### src/rtl/rrmd_pkg.sv
`default_nettype none

package rrmd_pkg;

    localparam int COORD_WIDTH = 32;
    localparam int QDEPTH      = 4;
    localparam int LANE_STAGES = 15;
    localparam int SEL_STAGES  = 3;
    localparam int ROOT_STAGES = 32;
    localparam int PIPE_STAGES = LANE_STAGES + SEL_STAGES + ROOT_STAGES;
    localparam int NUM_LANES   = 8;

    typedef struct packed {
        logic signed [31:0] first_center_x;
        logic signed [31:0] first_center_y;
        logic signed [15:0] first_cos;
        logic signed [15:0] first_sin;
        logic        [30:0] first_width;
        logic        [30:0] first_height;
        logic signed [31:0] second_center_x;
        logic signed [31:0] second_center_y;
        logic signed [15:0] second_cos;
        logic signed [15:0] second_sin;
        logic        [30:0] second_width;
        logic        [30:0] second_height;
    } in_item_t;

    typedef struct packed {
        logic        [31:0] gap_distance;
        logic signed [31:0] near_first_x;
        logic signed [31:0] near_first_y;
        logic signed [31:0] near_second_x;
        logic signed [31:0] near_second_y;
    } out_item_t;

    typedef struct packed {
        logic signed [31:0] cx;
        logic signed [31:0] cy;
        logic signed [15:0] c;
        logic signed [15:0] s;
        logic        [29:0] hx;
        logic        [29:0] hy;
    } rect_t;

    typedef struct packed {
        rect_t r1;
        rect_t r2;
    } pair_t;

    typedef struct packed {
        logic [31:0] f1x;
        logic [31:0] f1y;
        logic [31:0] f2x;
        logic [31:0] f2y;
    } pts_t;

    typedef struct packed {
        logic [63:0] d2;
        pts_t        pts;
    } cand_t;

endpackage

`default_nettype wire

### src/rtl/rrmd_front.sv
`default_nettype none

module rrmd_front
    import rrmd_pkg::*;
(
    input  wire logic     clk,
    input  wire logic     rst_n,
    input  wire logic     push,
    output logic          full,
    input  wire in_item_t request,
    input  wire logic     take,
    output logic          head_valid,
    output pair_t         head
);

    localparam int PTR_W = $clog2(QDEPTH);

    pair_t            mem_reg [QDEPTH];
    logic [PTR_W-1:0] wr_ptr_reg, wr_ptr_next;
    logic [PTR_W-1:0] rd_ptr_reg, rd_ptr_next;
    logic [PTR_W:0]   count_reg, count_next;
    logic             wr, rd;
    pair_t            item;

    // half extents drop the lsb of the full extent
    always_comb
    begin
        item.r1.cx = request.first_center_x;
        item.r1.cy = request.first_center_y;
        item.r1.c  = request.first_cos;
        item.r1.s  = request.first_sin;
        item.r1.hx = request.first_width[30:1];
        item.r1.hy = request.first_height[30:1];
        item.r2.cx = request.second_center_x;
        item.r2.cy = request.second_center_y;
        item.r2.c  = request.second_cos;
        item.r2.s  = request.second_sin;
        item.r2.hx = request.second_width[30:1];
        item.r2.hy = request.second_height[30:1];
    end

    assign full       = (count_reg == (PTR_W+1)'(QDEPTH));
    assign head_valid = (count_reg != '0);
    assign wr         = push && !full;
    assign rd         = take && head_valid;
    assign head       = mem_reg[rd_ptr_reg];

    always_comb
    begin
        wr_ptr_next = wr ? wr_ptr_reg + 1'b1 : wr_ptr_reg;
        rd_ptr_next = rd ? rd_ptr_reg + 1'b1 : rd_ptr_reg;
        count_next  = count_reg;
        if (wr && !rd)
        begin
            count_next = count_reg + 1'b1;
        end
        else if (rd && !wr)
        begin
            count_next = count_reg - 1'b1;
        end
    end

    always_ff @(posedge clk or negedge rst_n)
    begin
        if (!rst_n)
        begin
            wr_ptr_reg <= '0;
            rd_ptr_reg <= '0;
            count_reg  <= '0;
        end
        else
        begin
            wr_ptr_reg <= wr_ptr_next;
            rd_ptr_reg <= rd_ptr_next;
            count_reg  <= count_next;
        end
    end

    always_ff @(posedge clk)
    begin
        if (wr)
        begin
            mem_reg[wr_ptr_reg] <= item;
        end
    end

endmodule

`default_nettype wire

### config.mk
export PLATFORM = sky130hd
export DESIGN_NAME = rrmd_front
export DESIGN_NICKNAME = d
export VERILOG_FILES = /design/src/rtl/rrmd_pkg.sv /design/src/rtl/rrmd_front.sv
export SDC_FILE = /design/constraint.sdc
export NUM_CORES = 1
export LEC_CHECK = 0
export BUFFER_PORTS_ARGS = -buffer_cell sky130_fd_sc_hd__clkbuf_2
export CORE_MARGIN = 2
export CORE_UTILIZATION = 51
export DETAILED_ROUTE_END_ITERATION = 10
export PLACE_DENSITY_LB_ADDON = 0.15
export SYNTH_ARGS = -nofsm -noshare
export SYNTH_HDL_FRONTEND = slang
export SYNTH_SLANG_ARGS = --single-unit
### constraint.sdc
create_clock -name clk -period 8.97 [get_ports clk]
set_input_delay 1.794 -clock clk [delete_from_list [all_inputs] [get_ports clk]]
set_output_delay 1.794 -clock clk [all_outputs]
set_load 0.03 [all_outputs]
==> summary.md, run 1 <==
| Metric | Value |
|---|---|
| Run status | finished clean |
| Overflow after GRT | 0 |
| YS warnings | 0 |
| Share of the clock period used by the worst path after layout | 61.2% |
| Total number of placement rows | 109 |
| Vias in the first global route | 21.0k |
| Ranking of synthesized cells by instance count | sky130_fd_sc_hd__edfxtp_1 (1248), sky130_fd_sc_hd__mux4_2 (312), sky130_fd_sc_hd__buf_2 (30) |
| Worst R2R Path Depth | 5 |
| Layout overhead on the synthesized area | 18.1% |
| Grt met2 use | 32.9% |
| Cell taking the most area after synthesis | sky130_fd_sc_hd__edfxtp_1 |
| Peak clock frequency supported by timing | 182 MHz |
| Leading register cell type out of synthesis | sky130_fd_sc_hd__edfxtp_1 |
| Global routing met3 resource utilization | 7.52% |
| Maximum vdd drop | 0.284 mV |
| Synthesized Nets | 1991 |
| Register-to-Register Setup Slack | 5520 ps |
| Asr flop ratio synth | 0.558% |
| Final worst path period need | 5490 ps |
| Final Worst Setup Slack | 3480 ps |
| WP data required | 7180 ps |
| Critical path cell sequence | buf_4 > buf_12 > mux4_2 > clkbuf_2 |
| Placed wire-length estimate after detailed placement | 55.7 mm |
| Max Fanout on Critical Path | 93 |
| Max H-tree Level | 3 |
| Routing usage on met1 | 25.0% |
| DRC | 0 |
| Worst path slowest cell | sky130_fd_sc_hd__dfrtp_4 |
| Worst hold endpoint | count_reg[2]$_DFFE_PN0P_ |
| Net count reported at finish | 2688 |
| Clock tree from TritonCTS | done |
| Clock buffers created by TritonCTS | 121 |
| Post-DRT Antenna Nets | 0 |
| Total number of clock tree sinks | 1255 |
| Fraction of final layout cells sized beyond drive strength 1 | 45.8% |
| Post-Synthesis Cell Area | 45400 um2 |
| Transition time of the tightest slew-check pin | 1340 ps |
| DRC marker count from the first detailed-route iteration | 1485 |
| Aggregate global-route resource usage | 20.1% |
| Sequential area share after synthesis | 82.9% |
| Total Negative Setup Slacks | 0 ps |
| Min-Delay Path Class | register to register |
| Vias | 20.2k |
| Clock-pin slew on the worst setup and hold paths | 60 ps |
| Setup Fix Bufs, Post-CTS | 0 |
| Core box area | 88400 um2 |
| Total of flip-flops plus latches after synthesis | 1255 |
| Start point of the worst hold path | count_reg[2]$_DFFE_PN0P_ |
| Category of the worst setup path capture point | output pin |
| Maximum number of pins on one net before global-route repair | 150 |
| Routed wire per std cell | 25.4 um |
| Initial core utilization | 51.4% |
| Count leader, synth | sky130_fd_sc_hd__edfxtp_1 |
| Worst slew margin relative to its limit | 11.0% |
| Critical R2R Launch | count_reg[2]$_DFFE_PN0P_ |
| Maximum cell stage delay along the critical path | 760 ps |
| Final weighted congestion in routability-driven placement | 0.774 |
| Dominant cells by area after synthesis | sky130_fd_sc_hd__edfxtp_1 (82%), sky130_fd_sc_hd__mux4_2 (15%), sky130_fd_sc_hd__buf_6 (0.72%) |
| Die Height | 302 um |
| Number of buffers inserted by port buffering | 629 |
| Top-Level Pins | 634 |
| Startpoint Class | register |
| Pwr dens | 365 nW/um2 |
| Crit path arrival time | 3700 ps |
| Area of the die | 91500 um2 |
| Wire length of the first global-routing pass | 134 mm |
| Count of instances resized after the clock tree is built | 0 |
| Number of instances in the synthesized netlist | 1665 |
| Skew-Pair Late Insertion Delay | 690 ps |
| Worst slack after detailed placement | 4040 ps |
| Worst R2R End | mem_reg[2][14]$_DFFE_PP_ |
| Count of TritonRoute iterations in the first routing pass | 5 |
| EDFF count, synth | 1248 |
| GRT Max-Usage Layer | met2 |
| Final Hold Fails | 0 |
| Startpoint-to-endpoint class of the critical path | register to output pin |
| Worst Clk Skew | 12.9 ps |
| Final Max Slew Viols | 0 |
| Root Buffer Master | sky130_fd_sc_hd__clkbuf_16 |
| Flip-flop count of the largest register after layout | 1248 |
| Number of hold buffers added after CTS | 0 |
| Mean post-synth cell area | 27.3 um2 |
| Number of stages on the worst hold path | 1 |
| CTS Buffer Depth | 3 |
| Post-DR vias/cell | 5.55 |
| Number of endpoints failing setup at the final stage | 0 |
| Area share of the largest cell type after synthesis | 82.5% |
| Leakage dissipation | 18.2 nW |
| Max Cap Violations | 0 |
| Distinct cells, synth | 20 |
| Routed wire length | 92.6 mm |
| Initial antenna violation count | 25 |
| Horizontal die dimension | 302 um |
| Setup repair after global routing missed its margin | false |
[placed cells by master, fill, tap and decap left out, types with 2 or more instances in the layout]
cell type / count
sky130_fd_sc_hd__buf_12: 12
sky130_fd_sc_hd__clkbuf_16: 122
sky130_fd_sc_hd__edfxtp_1: 1248
sky130_fd_sc_hd__mux4_2: 312
sky130_fd_sc_hd__xor2_1: 2
sky130_fd_sc_hd__dfrtp_1: 5
sky130_fd_sc_hd__inv_1: 3
sky130_fd_sc_hd__xnor2_1: 4
sky130_fd_sc_hd__clkinv_1: 31
sky130_fd_sc_hd__inv_6: 4
sky130_fd_sc_hd__clkinvlp_4: 3
sky130_fd_sc_hd__mux2_2: 2
sky130_fd_sc_hd__diode_2: 14
sky130_fd_sc_hd__ha_1: 5
sky130_fd_sc_hd__and2_4: 4
sky130_fd_sc_hd__buf_4: 4
sky130_fd_sc_hd__clkbuf_1: 31
sky130_fd_sc_hd__clkbuf_2: 629
sky130_fd_sc_hd__dfrtp_4: 2
sky130_fd_sc_hd__clkinv_2: 21
sky130_fd_sc_hd__bufinv_16: 11
[cells by family after synthesis]
family,after synthesis,synth area share (%)
XOR/XNOR,6,0.116
adder cells (fa/ha/maj),6,0.182
buffers and inverters,74,1.20
flip-flops,1255,82.9
multiplexers,314,15.5
AND/OR/NAND/NOR,10,0.127
[worst max-delay path: cells and delay by family, from the launching register on]
family,cells,cell delay (ps)
flip-flops,1,760
buffers and inverters,3,1490
multiplexers,1,640
[routing by layer]
layer  wire [um]  up-vias
met5         187        -
met1       34200    10700
met2       47600      624
met3        8180      158
met4        2380       28
li1            -     8723
[worst max-delay path by stage]
stage | end | slack (ps) | start | cells past startpoint
after floorplan | mem_reg[0][0]$_DFFE_PP_ | 2540 | push | 3
after global placement | head[170] | 4040 | rd_ptr_reg[0]$_DFFE_PN0P_ | 4
after detailed placement | head[170] | 4040 | rd_ptr_reg[0]$_DFFE_PN0P_ | 4
after CTS | head[170] | 3270 | rd_ptr_reg[0]$_DFFE_PN0P_ | 4
after global routing | head[170] | 3110 | rd_ptr_reg[0]$_DFFE_PN0P_ | 4
final | head[170] | 3480 | rd_ptr_reg[0]$_DFFE_PN0P_ | 4
[area by class of cell]
type	instances	area, um2
antenna	14	35.0
clock buffer	153	3170
clock inverter	72	646
fill	6183	34700
inverter	3	11.3
multi-input combinational	336	7250
sequential	1255	37700
tap	1165	1460
timing repair buffer	645	3420
[power by group]
part | internal [mW] | leakage [nW] | switching (mW)
logic | 2.24 | 4.84 | 4.44
clock network | 2.80 | 1.86 | 2.05
registers | 7.76 | 11.5 | 0.289
total | 12.8 | 18.2 | 6.78
[through the flow]
step / util, % / power, mW / area, um2 / instances / hold WS (ps)
6_report: 60.7 / 19.6 / 53600 / 3643 / 492
5_1_grt: 60.7 / 20.4 / 53600 / 3639 / 521
4_1_cts: 60.7 / 19.9 / 53600 / 3629 / 498
3_5_place_dp: 56.3 / 15.0 / 49800 / 3404 / 482
3_3_place_gp: 56.3 / 14.9 / 49800 / 3404 / 465
2_1_floorplan: - / 13.1 / 45400 / 1665 / 447
Note: power is estimated with default switching activity, not from simulation.
==> inputs of run 2 (changes only) <==
Settings changed: ABC_AREA set to 1, CORE_UTILIZATION 51 to 55.
Clock period 8.97 ns to 5.5 ns, I/O delays scaled along.
==> summary.md, run 2 <==
| Metric | Value |
|---|---|
| Maximum number of pins on one net before global-route repair | 160 (was 150) |
| Clock buffers created by TritonCTS | 130 (was 121) |
| Vias | 28.9k (was 20.2k) |
| Net count reported at finish | 4619 (was 2688) |
| Top-Level Pins | 634 (unchanged) |
| Dominant cells by area after synthesis | sky130_fd_sc_hd__edfxtp_1 (76%), sky130_fd_sc_hd__o211ai_1 (9.5%), sky130_fd_sc_hd__nand2_1 (7.2%) (was sky130_fd_sc_hd__edfxtp_1 (82%), sky130_fd_sc_hd__mux4_2 (15%), sky130_fd_sc_hd__buf_6 (0.72%)) |
| Adder-cell share of the synthesized area | 0.167% (was 0.182%) |
| Total number of clock tree sinks | 1255 (unchanged) |
| Total number of placement rows | 109 (unchanged) |
| Most common cell after layout, fill and taps aside | sky130_fd_sc_hd__edfxtp_1 (unchanged) |
| Global routing met3 resource utilization | 7.90% (was 7.52%) |
| Horizontal die dimension | 304 um (was 302 um) |
| Count leader, synth | sky130_fd_sc_hd__edfxtp_1 (unchanged) |
| Run status | finished clean (unchanged) |
| CTS Buffer Depth | 3 (unchanged) |
| Startpoint-to-endpoint class of the critical path | register to output pin (unchanged) |
| Clock-pin slew on the worst setup and hold paths | 60 ps (about the same) |
| Cell taking the most area after synthesis | sky130_fd_sc_hd__edfxtp_1 (unchanged) |
| Number of instances in the synthesized netlist | 3700 (was 1665) |
| Area taken by flip-flops and latches | 37700 um2 (about the same) |
| Min Hold Slack | 225 ps (was 492 ps) |
| Root Buffer Master | sky130_fd_sc_hd__clkbuf_16 (unchanged) |
| Pwr dens | 590 nW/um2 (was 365 nW/um2) |
| WP data required | 4400 ps (was 7180 ps) |
| Synth Area in Compound Gates | 9.48% (was 0%) |
| Fraction of final layout cells sized beyond drive strength 1 | 19.2% (was 45.8%) |
| Synthesized Nets | 4026 (was 1991) |
| Peak clock frequency supported by timing | 241 MHz |
| Placed wire-length estimate after detailed placement | 60.7 mm (was 55.7 mm) |
| Die Height | 304 um (was 302 um) |
| Simple-gate share of the synthesized area | 7.35% (was 0.127%) |
| Max Fanout on Critical Path | 159 (was 93) |
| Initial antenna violation count | 28 (was 25) |
| Initial core utilization | 55.7% (was 51.4%) |
| Dominant combinational cell family by area after synthesis | compound AO/OA/AOI/OAI gates (was multiplexers) |
| Final weighted congestion in routability-driven placement | 0.764 (was 0.774) |
| Util after Layout | 65.1% (was 60.7%) |
| DRC | 0 (unchanged) |
| Post-DR vias/cell | 5.19 (was 5.55) |
| Vias in the first global route | 27.1k (was 21.0k) |
| Worst slew margin relative to its limit | 27.5% (was 11.0%) |
| Max Cap Violations | 0 (unchanged) |
| YS warnings | 0 (unchanged) |
| Crit path arrival time | 3050 ps (was 3700 ps) |
| Routed wire length | 103 mm (was 92.6 mm) |
| Number of endpoints failing setup at the final stage | 0 (unchanged) |
| Category of the worst setup path capture point | output pin (unchanged) |
| Leading register cell type out of synthesis | sky130_fd_sc_hd__edfxtp_1 (unchanged) |
| Routing usage on met1 | 25.8% (was 25.0%) |
| Worst Clk Skew | 18.4 ps (was 12.9 ps) |
| Routed wire per std cell | 18.5 um (was 25.4 um) |
| Aggregate global-route resource usage | 22.2% (was 20.1%) |
| Number of buffers inserted by port buffering | 629 (unchanged) |
| Sequential area share after synthesis | 76.1% (was 82.9%) |
| Ranking of synthesized cells by instance count | sky130_fd_sc_hd__edfxtp_1 (1248), sky130_fd_sc_hd__nand2_1 (954), sky130_fd_sc_hd__inv_1 (638) (was sky130_fd_sc_hd__edfxtp_1 (1248), sky130_fd_sc_hd__mux4_2 (312), sky130_fd_sc_hd__buf_2 (30)) |
| Clock tree from TritonCTS | done (unchanged) |
| Setup repair after global routing missed its margin | false (unchanged) |
| EDFF count, synth | 1248 (unchanged) |
| Mean post-synth cell area | 13.4 um2 (was 27.3 um2) |
| Count of TritonRoute iterations in the first routing pass | 5 (unchanged) |
| Post-synthesis xor/xnor area fraction | 0.0177% (was 0.116%) |
| Setup Fix Bufs, Post-CTS | 0 (unchanged) |
| Core box area | 88800 um2 (was 88400 um2) |
| Total cell area at the placement stage | 53700 um2 (was 49800 um2) |
| Min-Delay Path Class | input pin to async pin (was register to register) |
| Post-route cell area | 57800 um2 (was 53600 um2) |
| Skew-Pair Late Insertion Delay | 710 ps (was 690 ps) |
| Layout overhead on the synthesized area | 16.8% (was 18.1%) |
| Area share of the largest cell type after synthesis | 75.8% (was 82.5%) |
| Final worst path period need | 4150 ps |
| Area of the die | 92300 um2 (was 91500 um2) |
| Total of flip-flops plus latches after synthesis | 1255 (unchanged) |
| Count of instances resized after the clock tree is built | 0 (unchanged) |
| Mux share of post-synthesis cell area | 0% (was 15.5%) |
| Overflow after GRT | 0 (unchanged) |
| Final Hold Fails | 0 (unchanged) |
| Most used cells in the layout excluding fill and tap cells | sky130_fd_sc_hd__edfxtp_1 (1248), sky130_fd_sc_hd__nand2_1 (953), sky130_fd_sc_hd__inv_1 (638) (was sky130_fd_sc_hd__edfxtp_1 (1248), sky130_fd_sc_hd__clkbuf_2 (629), sky130_fd_sc_hd__mux4_2 (312)) |
| Count of fill cells added during filler insertion | 6474 (was 6183) |
| Startpoint Class | register (unchanged) |
| Share of the clock period used by the worst path after layout | 75.4% |
| Wire length of the first global-routing pass | 156 mm (was 134 mm) |
| Grt met2 use | 37.9% (was 32.9%) |
| GRT Max-Usage Layer | met2 (unchanged) |
| Post-DRT Antenna Nets | 0 (unchanged) |
| Final Max Slew Viols | 0 (unchanged) |
| Leakage dissipation | 23.3 nW (was 18.2 nW) |
| Post-Synthesis Cell Area | 49500 um2 (was 45400 um2) |
| Flip-flop count of the largest register after layout | 1248 (unchanged) |
| Distinct cells, synth | 17 (was 20) |
| Number of hold buffers added after CTS | 0 (unchanged) |
| Transition time of the tightest slew-check pin | 1090 ps (was 1340 ps) |
| Area of the multi-input gates | 8460 um2 (was 7250 um2) |
| Asr flop ratio synth | 0.558% (unchanged) |
| DRC marker count from the first detailed-route iteration | 1911 (was 1485) |
| Maximum vdd drop | 0.713 mV (was 0.284 mV) |
| Max H-tree Level | 4 (was 3) |
==> run 2: changes by cell type after synthesis, sizes merged, moves of 2 or more <==
cell,change
buf,+76
xor2,-2
and2,-4
xnor2,-3
mux4,-312
nand3,+6
nor2,+3
clkbuf,+60
inv,+637
mux2,-2
o211ai,+624
nand2,+953
==> run 2: final timing paths <==
path | slack, ps | startpoint | depth (start not counted) | to
max | 1350 | rd_ptr_reg[0]$_DFFE_PN0P_ | 5 | head[136]
min | 230 | rst_n | 1 | count_reg[2]$_DFFE_PN0P_
max reg2reg | 2890 | count_reg[0]$_DFFE_PN0P_ | 5 | mem_reg[3][255]$_DFFE_PP_
min reg2reg | 510 | count_reg[2]$_DFFE_PN0P_ | 2 | count_reg[2]$_DFFE_PN0P_
max in group asynchronous | 5080 | rst_n | 1 | rd_ptr_reg[1]$_DFFE_PN0P_
min in group clk | 510 | count_reg[2]$_DFFE_PN0P_ | 2 | count_reg[2]$_DFFE_PN0P_
==> run 2: cell families (layout without fill, tap and decap cells) <==
logic type               Yosys count  after routing
adder cells (fa/ha/maj)            6              6
AO/OA/AOI/OAI                    625            625
XOR/XNOR                           1              1
AND/OR/NAND/NOR                  966            966
buffers and inverters            847           1535
other                              0             12
flip-flops                      1255           1255
==> run 2: power breakdown <==
part           leakage (nW)  total [mW]  switching (mW)  internal (mW)
combinational          9.81        13.0            9.84           3.17
sequential             11.5        12.9           0.357           12.6
clock                  1.95        8.15            3.36           4.79
total                  23.3        34.1            13.6           20.5
==> run 2: final cells by class <==
class	count	share of cell area [%]
antenna	12	0.0520
clock buffer	164	6.04
clock inverter	63	0.849
inverter	640	4.19
multi-input combinational	1598	14.7
sequential	1255	65.2
tap	1165	2.52
timing repair buffer	668	6.50
==> run 2: metrics by stage <==
step	setup slack, ps	cells	power (mW)	TNS [ps]
final	1350	5565	34.1	0
after global routing	1100	5561	35.9	0
after CTS	1260	5553	34.5	0
after detailed placement	2070	5326	26.3	0
after global placement	2110	5326	26.1	0
after floorplan	-756	3700	22.4	-930040
==> run 2: critical path, stage by stage, from the launching register on <==
cell and delay (ps):
sky130_fd_sc_hd__dfrtp_1 460, sky130_fd_sc_hd__inv_8 650, sky130_fd_sc_hd__buf_4 580, sky130_fd_sc_hd__o211ai_1 160, sky130_fd_sc_hd__nand2_1 160, sky130_fd_sc_hd__clkbuf_2 250
==> run 2: layer usage <==
metal / up-vias / wire length, um
li1: 14200 / -
met1: 13700 / 39300
met2: 703 / 51800
met3: 215 / 8450
met4: 32 / 3340
met5: - / 214
